[config.mk]
export PLATFORM = sky130hd
export DESIGN_NAME = sparse_triplet_matrix_add_top
export DESIGN_NICKNAME = d
export VERILOG_FILES = /design/src/rtl/stma_pkg.sv /design/src/rtl/stma_ram.sv /design/src/rtl/stma_seq.sv /design/src/rtl/sparse_triplet_matrix_add_top.sv
export SDC_FILE = /design/constraint.sdc
export NUM_CORES = 2
export LEC_CHECK = 0
export BUFFER_PORTS_ARGS = -buffer_cell sky130_fd_sc_hd__clkbuf_2
export CORE_UTILIZATION = 60
export DETAILED_ROUTE_END_ITERATION = 10
export PLACE_DENSITY = 0.76
export SLEW_MARGIN = 30
export SYNTH_ARGS = -nofsm -noshare
export SYNTH_HDL_FRONTEND = slang
export SYNTH_SLANG_ARGS = --single-unit
[constraint.sdc]
create_clock -name clk -period 7.3 [get_ports clk]
set_input_delay 0.365 -clock clk [delete_from_list [all_inputs] [get_ports clk]]
set_output_delay 0.365 -clock clk [all_outputs]
set_load 0.005 [all_outputs]
[src/rtl/stma_pkg.sv]
package stma_pkg;

  localparam int MAX_ENTRIES = 32;
  localparam int COORD_BITS  = 10;
  localparam int ADDR_BITS   = $clog2(MAX_ENTRIES);
  localparam int CNT_BITS    = $clog2(MAX_ENTRIES + 1);
  localparam int KEY_BITS    = 2 * COORD_BITS;
  localparam int VAL_BITS    = 32;
  localparam int SUM_BITS    = VAL_BITS + 1;
  localparam int ENTRY_BITS  = KEY_BITS + VAL_BITS;

  localparam logic [1:0] REQ_LOAD_A  = 2'd0;
  localparam logic [1:0] REQ_LOAD_B  = 2'd1;
  localparam logic [1:0] REQ_COMPUTE = 2'd2;

  // Write and read requests from the sequencer to the two entry memories.
  typedef struct packed {
    logic                  a_we;
    logic                  b_we;
    logic [ADDR_BITS-1:0]  waddr;
    logic [ENTRY_BITS-1:0] wdata;
    logic [ADDR_BITS-1:0]  raddr;
  } mem_req_t;

endpackage

[src/rtl/stma_ram.sv]
module stma_ram #(
  parameter int WIDTH = 52,
  parameter int DEPTH = 32
) (
  input  logic                     clk,
  input  logic                     we,
  input  logic [$clog2(DEPTH)-1:0] waddr,
  input  logic [WIDTH-1:0]         wdata,
  input  logic [$clog2(DEPTH)-1:0] raddr,
  output logic [WIDTH-1:0]         rdata
);

  logic [WIDTH-1:0] mem [DEPTH];

  always_ff @(posedge clk) begin
    if (we) begin
      mem[waddr] <= wdata;
    end
  end

  always_ff @(posedge clk) begin
    rdata <= mem[raddr];
  end

endmodule

[src/rtl/stma_seq.sv]
module stma_seq (
  input  logic                           clk,
  input  logic                           rst,
  input  logic                           start,
  output logic                           busy,
  input  logic [1:0]                     req_type,
  input  logic [stma_pkg::COORD_BITS-1:0] row_index,
  input  logic [stma_pkg::COORD_BITS-1:0] col_index,
  input  logic [stma_pkg::VAL_BITS-1:0]   entry_value,
  output stma_pkg::mem_req_t             mem_req,
  input  logic [stma_pkg::ENTRY_BITS-1:0] a_rdata,
  input  logic [stma_pkg::ENTRY_BITS-1:0] b_rdata,
  output logic                           result_valid,
  output logic [9:0]                     out_row,
  output logic [9:0]                     out_col,
  output logic [stma_pkg::SUM_BITS-1:0]   out_value,
  output logic                           out_last
);
  import stma_pkg::*;

  localparam logic [2:0] ST_IDLE = 3'd0;
  localparam logic [2:0] ST_KEY  = 3'd1;
  localparam logic [2:0] ST_FA   = 3'd2;
  localparam logic [2:0] ST_FB   = 3'd3;
  localparam logic [2:0] ST_FA2  = 3'd4;

  logic [2:0]           state;
  logic [CNT_BITS-1:0]  a_cnt, b_cnt;
  logic [CNT_BITS-1:0]  scan_idx;
  logic                 rd_vld;
  logic [ADDR_BITS-1:0] rd_idx;
  logic                 have_prev, best_found;
  logic [KEY_BITS-1:0]  prev_key, best_key;
  logic                 has_a, any_b;
  logic [VAL_BITS-1:0]  a1_val;
  logic [ADDR_BITS-1:0] a1_idx;
  logic                 pend_vld;
  logic [KEY_BITS-1:0]  pend_key;
  logic [SUM_BITS-1:0]  pend_val;

  logic [CNT_BITS-1:0]  limit;
  logic                 issue, scan_end;
  logic [KEY_BITS-1:0]  ka, kb, sel_k;
  logic [VAL_BITS-1:0]  va, vb;
  logic                 a_ok, b_ok, ca, cb, upd;
  logic                 prod_vld;
  logic [SUM_BITS-1:0]  prod_val;

  assign busy = (state != ST_IDLE);
  assign ka   = a_rdata[ENTRY_BITS-1:VAL_BITS];
  assign kb   = b_rdata[ENTRY_BITS-1:VAL_BITS];
  assign va   = a_rdata[VAL_BITS-1:0];
  assign vb   = b_rdata[VAL_BITS-1:0];
  assign a_ok = rd_vld && ({1'b0, rd_idx} < a_cnt);
  assign b_ok = rd_vld && ({1'b0, rd_idx} < b_cnt);

  always_comb begin
    unique case (state)
      ST_KEY:  limit = (a_cnt > b_cnt) ? a_cnt : b_cnt;
      ST_FB:   limit = b_cnt;
      ST_FA,
      ST_FA2:  limit = a_cnt;
      default: limit = '0;
    endcase
  end

  assign issue    = busy && (scan_idx < limit);
  assign scan_end = busy && (scan_idx >= limit) && !rd_vld;

  // Smallest key above the previous one among the two entries read this cycle.
  always_comb begin
    ca = a_ok && (!have_prev || ka > prev_key);
    cb = b_ok && (!have_prev || kb > prev_key);
    if (ca && cb) begin
      sel_k = (ka < kb) ? ka : kb;
    end else if (ca) begin
      sel_k = ka;
    end else begin
      sel_k = kb;
    end
    upd = (state == ST_KEY) && (ca || cb) && (!best_found || sel_k < best_key);
  end

  // One result can come from a matching read or from the end of the B pass.
  always_comb begin
    prod_vld = 1'b0;
    prod_val = {vb[VAL_BITS-1], vb};
    case (state)
      ST_FB: begin
        if (b_ok && kb == prev_key) begin
          prod_vld = 1'b1;
          prod_val = has_a ? ({a1_val[VAL_BITS-1], a1_val} + {vb[VAL_BITS-1], vb})
                           : {vb[VAL_BITS-1], vb};
        end else if (scan_end && has_a && !any_b) begin
          prod_vld = 1'b1;
          prod_val = {a1_val[VAL_BITS-1], a1_val};
        end
      end
      ST_FA2: begin
        if (a_ok && ka == prev_key) begin
          prod_vld = 1'b1;
          prod_val = {va[VAL_BITS-1], va};
        end
      end
      default: ;
    endcase
  end

  always_comb begin
    mem_req.a_we  = !busy && start && req_type == REQ_LOAD_A
                    && a_cnt < CNT_BITS'(MAX_ENTRIES);
    mem_req.b_we  = !busy && start && req_type == REQ_LOAD_B
                    && b_cnt < CNT_BITS'(MAX_ENTRIES);
    mem_req.waddr = (req_type == REQ_LOAD_A) ? a_cnt[ADDR_BITS-1:0]
                                             : b_cnt[ADDR_BITS-1:0];
    mem_req.wdata = {row_index, col_index, entry_value};
    mem_req.raddr = scan_idx[ADDR_BITS-1:0];
  end

  always_ff @(posedge clk) begin
    result_valid <= 1'b0;
    out_last     <= 1'b0;
    rd_vld       <= issue;
    rd_idx       <= scan_idx[ADDR_BITS-1:0];
    if (issue) begin
      scan_idx <= scan_idx + 1'b1;
    end
    if (upd) begin
      best_found <= 1'b1;
      best_key   <= sel_k;
    end
    // The previous result goes out once the next one exists, so the final
    // one can carry its last flag.
    if (prod_vld) begin
      if (pend_vld) begin
        result_valid <= 1'b1;
        out_row      <= pend_key[KEY_BITS-1:COORD_BITS];
        out_col      <= pend_key[COORD_BITS-1:0];
        out_value    <= pend_val;
      end
      pend_vld <= 1'b1;
      pend_key <= prev_key;
      pend_val <= prod_val;
    end

    unique case (state)
      ST_IDLE: begin
        if (start) begin
          if (mem_req.a_we) a_cnt <= a_cnt + 1'b1;
          if (mem_req.b_we) b_cnt <= b_cnt + 1'b1;
          if (req_type == REQ_COMPUTE) begin
            state      <= ST_KEY;
            scan_idx   <= '0;
            have_prev  <= 1'b0;
            best_found <= 1'b0;
            pend_vld   <= 1'b0;
          end
        end
      end
      ST_KEY: begin
        if (scan_end) begin
          scan_idx <= '0;
          if (best_found) begin
            state     <= ST_FA;
            have_prev <= 1'b1;
            prev_key  <= best_key;
            has_a     <= 1'b0;
          end else begin
            if (pend_vld) begin
              result_valid <= 1'b1;
              out_last     <= 1'b1;
              out_row      <= pend_key[KEY_BITS-1:COORD_BITS];
              out_col      <= pend_key[COORD_BITS-1:0];
              out_value    <= pend_val;
            end
            pend_vld <= 1'b0;
            a_cnt    <= '0;
            b_cnt    <= '0;
            state    <= ST_IDLE;
          end
        end
      end
      ST_FA: begin
        if (a_ok && !has_a && ka == prev_key) begin
          has_a  <= 1'b1;
          a1_val <= va;
          a1_idx <= rd_idx;
        end
        if (scan_end) begin
          state    <= ST_FB;
          scan_idx <= '0;
          any_b    <= 1'b0;
        end
      end
      ST_FB: begin
        if (b_ok && kb == prev_key) begin
          any_b <= 1'b1;
        end
        if (scan_end) begin
          if (has_a) begin
            state    <= ST_FA2;
            scan_idx <= {1'b0, a1_idx} + 1'b1;
          end else begin
            state      <= ST_KEY;
            scan_idx   <= '0;
            best_found <= 1'b0;
          end
        end
      end
      ST_FA2: begin
        if (scan_end) begin
          state      <= ST_KEY;
          scan_idx   <= '0;
          best_found <= 1'b0;
        end
      end
      default: state <= ST_IDLE;
    endcase

    if (rst) begin
      state        <= ST_IDLE;
      a_cnt        <= '0;
      b_cnt        <= '0;
      scan_idx     <= '0;
      rd_vld       <= 1'b0;
      pend_vld     <= 1'b0;
      result_valid <= 1'b0;
      out_last     <= 1'b0;
      have_prev    <= 1'b0;
      best_found   <= 1'b0;
    end
  end

endmodule

[src/rtl/sparse_triplet_matrix_add_top.sv]
// Channel   Direction  Transfer condition      Payload
// request   in         start && !busy          req_type, row_index, col_index, entry_value
// result    out        result_valid (1 cycle)  out_row, out_col, out_value, out_last
//
// A load leaves busy low, so loads can be issued back to back.
// A compute holds busy for one key scan plus, for each of the D distinct coordinates, a key
// scan, an A scan, a B scan and, when A holds the coordinate, a scan of the rest of A.
// A scan reads the entries in order through the single read port of each entry memory.
// Reset is synchronous and empties both lists; no clearing pass is needed.
// The receiver cannot stall: every result is shown for exactly one cycle.
module sparse_triplet_matrix_add_top (
  input  logic                           clk,
  input  logic                           rst,
  input  logic                           start,
  output logic                           busy,
  input  logic [1:0]                     req_type,
  input  logic [9:0]                     row_index,
  input  logic [9:0]                     col_index,
  input  logic signed [31:0]             entry_value,
  output logic                           result_valid,
  output logic [9:0]                     out_row,
  output logic [9:0]                     out_col,
  output logic signed [32:0]             out_value,
  output logic                           out_last
);
  import stma_pkg::*;

  mem_req_t              mem_req;
  logic [ENTRY_BITS-1:0] a_rdata;
  logic [ENTRY_BITS-1:0] b_rdata;

  // Matrix A entries, stored as {row, column, value} in load order.
  stma_ram #(.WIDTH(ENTRY_BITS), .DEPTH(MAX_ENTRIES)) u_a_ram (
    .clk   (clk),
    .we    (mem_req.a_we),
    .waddr (mem_req.waddr),
    .wdata (mem_req.wdata),
    .raddr (mem_req.raddr),
    .rdata (a_rdata)
  );

  // Matrix B entries, same layout; scans read both memories at one address.
  stma_ram #(.WIDTH(ENTRY_BITS), .DEPTH(MAX_ENTRIES)) u_b_ram (
    .clk   (clk),
    .we    (mem_req.b_we),
    .waddr (mem_req.waddr),
    .wdata (mem_req.wdata),
    .raddr (mem_req.raddr),
    .rdata (b_rdata)
  );

  // The sequencer finds each next coordinate in ascending order, then walks
  // the lists to build the sums for it, holding one result back so that the
  // final one can be flagged.
  stma_seq u_seq (
    .clk          (clk),
    .rst          (rst),
    .start        (start),
    .busy         (busy),
    .req_type     (req_type),
    .row_index    (row_index),
    .col_index    (col_index),
    .entry_value  (entry_value),
    .mem_req      (mem_req),
    .a_rdata      (a_rdata),
    .b_rdata      (b_rdata),
    .result_valid (result_valid),
    .out_row      (out_row),
    .out_col      (out_col),
    .out_value    (out_value),
    .out_last     (out_last)
  );

endmodule

==> results.py <==
metrics = {
    "critical_path": {
        "critPathBufInv": 4,
        "cp_num_cells": 21,
        "critPathLaunch": "u_seq.b_cnt[1]",
        "r2r_start": "u_seq.b_cnt[1]",
        "r2r_cells": 21,
        "required_ps": 8170,
        "worstSetupPathType": "register to register",
        "cp-end-kind": "register",
        "cp-start-kind": "register",
        "slowest_delay_ps": 780,
        "critPathMaxFanout": 33,
        "cp_slowest_cell": "o21ai_4",
        "worstPathArrival_ps": 6760,
        "critPathTopFamily": "compound AO/OA/AOI/OAI gates",
        "path_cells": "inv_1 -> ha_1 -> nor2b_1 -> o21ai_0 -> nand2b_1 -> a221oi_1 -> o22ai_1 -> a22o_1 -> nand2_1 -> ha_1 -> a21o_1 -> a21oi_1 -> o221ai_1 -> nor2b_1 -> buf_4 -> nand4b_1 -> a21o_4 -> inv_4 -> o21ai_4 -> buf_4 -> mux2_2",
    },
    "route": {
        "vias": 70523,
        "antenna_left": 0,
        "drc_errors": 0,
        "via_per_inst": 7.10,
        "drt_pre_antenna_iters": 8,
        "route.met2.wl_um": 181000,
        "drtIter0Drc": 11386,
        "wl_met1_um": 133000,
        "wl_per_cell_um": 38.5,
        "wl_um": 383000,
        "wl_met3_um": 53100,
        "top_layer": "met5",
    },
    "global_route": {
        "grt_pass1_vias": 70177,
        "overflow": 0,
        "grt_max_degree": 151,
        "grtUsageTotal": 0.327,
        "grt_pass1_wl_um": 534000,
        "antenna_found_initial": 37,
    },
    "sta": {
        "fin_crit_sh": 0.807,
        "hold_viol": 0,
        "fin_skew_ps": 50.5,
        "max_freq_ghz": 0.170,
        "rsz0062_at_grt": "no",
        "slew_violations": 0,
        "min_period_ps": 5890,
        "tns_ps": 0,
        "relSlewSlack": 0.282,
        "worst-slew-pin-transition_ps": 1080,
        "setup_viol": 0,
    },
    "pwr": {
        "power_mw": 41.7,
        "powerDensity_mw_per_mm2": 263,
        "vdd_ir_drop_max_v": 0.000204,
        "leakagePower_nw": 49.0,
    },
    "placed_design": {
        "gp_congestion": 0.901,
        "hpwlAfterDp_um": 192000,
        "post-place-cells": 9248,
        "placed_area_mm2": 0.147,
        "port_buffers": 112,
    },
    "synthesis": {
        "synthCells": 6132,
        "syn-num-nets": 6324,
        "seq_area_frac_synth": 0.765,
        "synth_ff_type": "edfxtp_1",
        "synth_edf_count": 3460,
        "synth_seq_cells": 3649,
        "synth.cell_area_mm2": 0.141,
        "synth_top_area_cell": "edfxtp_1",
        "yosysWarnings": 0,
        "synth.avg_cell_area_um2": 22.9,
        "synth-async-reset-ratio": 0,
        "netlist.area_leader.share": 0.738,
        "synth.distinct_cells": 76,
        "synthTopCellsByArea": "edfxtp_1 74%, mux4_2 17%, dfxtp_1 2.7%",
    },
    "clocking": {
        "worstSkewPairLatency_ps": 990,
        "numCtsBuffers": 363,
        "cts.sinks": 3649,
        "root_buffer": "clkbuf_16",
        "clk_pin_slew_ps": 60,
        "cts_tree": "done",
        "clk_path_buf_depth": 4,
        "post-cts-setup-buffers": 0,
        "cts_hold_buf": 3,
        "cts_resized": 0,
        "htree_levels": 5,
    },
    "worst_hold_path": {
        "hold_path.class": "primary input to register",
        "hold_start": "entry_value[24]",
        "holdPathStages": 1,
    },
    "cells_and_area": {
        "final_area_mm2": 0.158,
        "syn_to_final_growth_pct": 12.6,
        "multiInputGateArea_mm2": 0.0320,
        "postLayoutCoreUtil": 0.681,
        "final_cells": 9936,
        "nets": 6707,
        "regArea_mm2": 0.108,
        "drive_above_1_share": 0.304,
        "n_fill_cell": 13500,
    },
    "floorplanning": {
        "ios": 113,
        "dieArea_mm2": 0.236,
        "start_util": 0.605,
        "die_w_um": 486,
        "fp.dieH_um": 486,
        "rows": 177,
        "core_mm2": 0.233,
    },
    "outcome": {
        "status": "completed",
    },
    "job": {
        "maxCapViolCount": 0,
    },
}
==> per-layer routing <==
layer | vias to the layer above | track usage
li1 | 26776 | -
met3 | 978 | 0.0880
met1 | 36653 | 0.451
met2 | 6088 | 0.510
met5 | - | 0
met4 | 28 | 0.117
==> logic make-up (layout without fill, tap and decap cells) <==
logic type                 Yosys count  after routing  synth area share
buffers and inverters              382           1045            0.0108
AOI/OAI and AO/OA                  335            335            0.0154
and+or+nand+nor                    376            376            0.0124
adders and majority gates          135            135            0.0121
xor gates and xnor gates            43             43           0.00268
DFF                               3649           3649             0.765
muxes                             1212           1212             0.181
other                                0              9                 0
==> cells in the final DEF (no fill, tap or decap), types with 17 or more instances in the layout <==
cell type,n
buf_12,42
xor2_1,19
clkinv_1,63
nand3_1,25
clkinv_2,72
nand2_1,88
o21ai_0,92
a21oi_1,86
xnor2_1,24
clkbuf_4,20
mux4_2,1040
ha_1,134
edfxtp_1,3460
inv_1,94
dlygate4sd3_1,30
nor2_4,65
mux2_4,50
nand4_1,28
dfxtp_1,184
a21o_1,33
buf_4,127
nor2_1,81
clkbuf_16,369
bufinv_16,25
clkbuf_1,76
clkbuf_8,17
mux2_2,108
clkbuf_2,60
==> worst paths after layout <==
check / to / slack, ps
worst max-delay path: u_seq.out_value[32] / 1410
worst min-delay path: u_a_ram.mem[23][24] / 80
worst max register to register: u_seq.out_value[32] / 1410
worst min register to register: u_seq.a1_val[25] / 440
==> where the power goes <==
group / switching, mW / internal (mW)
Clock: 7.78 / 10.3
Combinational: 0.439 / 0.155
Sequential: 0.0415 / 22.9
==> Yosys cell counts, drive strengths merged (5+ instances only) <==
library cell and n:
ha 134, a21oi 86, a221o 6, clkbuf 193, and3 9, o211ai 12, dfxtp 189, nand4 28
nand2 88, or3 6, nor3 16, mux4 1040, a22oi 8, a31oi 11, inv 95, o31ai 6
mux2i 14, a22o 15, nand3 27, a211o 5, o21ai 98, a21o 34, mux2 158, edfxtp 3460
or2 5, o21bai 5, nor2b 15, xor2 19, buf 93, o21a 5, nand2b 15, xnor2 24
and4 5, a211oi 12, nor2 147
==> worst reg2reg max path, stage by stage, from the launching register on <==
cell,delay (ps)
dfxtp_1,430
inv_1,110
ha_1,320
nor2b_1,140
o21ai_0,140
nand2b_1,80
a221oi_1,400
o22ai_1,240
a22o_1,290
nand2_1,60
ha_1,240
a21o_1,190
a21oi_1,170
o221ai_1,160
nor2b_1,160
buf_4,160
nand4b_1,190
a21o_4,230
inv_4,160
o21ai_4,800
buf_4,700
mux2_2,420
==> flip-flops by register name, indices dropped and copies added, names as in the netlist, 10 cells and up <==
| register | flops |
|---|---|
| u_seq.out_value | 33 |
| u_b_ram.mem | 1664 |
| u_seq.out_col | 10 |
| u_seq.a1_val | 32 |
| u_seq.prev_key | 20 |
| u_seq.pend_val | 33 |
| u_b_ram.rdata | 52 |
| u_seq.pend_key | 20 |
| u_seq.best_key | 20 |
| u_a_ram.mem | 1664 |
| u_seq.out_row | 10 |
| u_a_ram.rdata | 52 |
==> area by class of cell <==
| cell class | count | share of cell area |
|---|---|---|
| tap | 3132 | 0.0247 |
| timing repair buffer | 304 | 0.0193 |
| multi-input combinational | 2101 | 0.202 |
| sequential | 3649 | 0.680 |
| antenna | 9 | 0.000142 |
| clock inverter | 182 | 0.00986 |
| clock buffer | 463 | 0.0616 |
| inverter | 96 | 0.00229 |
==> through the flow <==
stage          setup WS [ps]  hold slack [ps]
3_3_place_gp            1510              423
3_5_place_dp            1480              429
4_1_cts                 1440             24.2
2_1_floorplan           1850              354
5_1_grt                 1130             87.6
6_report                1410             78.6
Note: power is estimated with default switching activity, not from simulation.
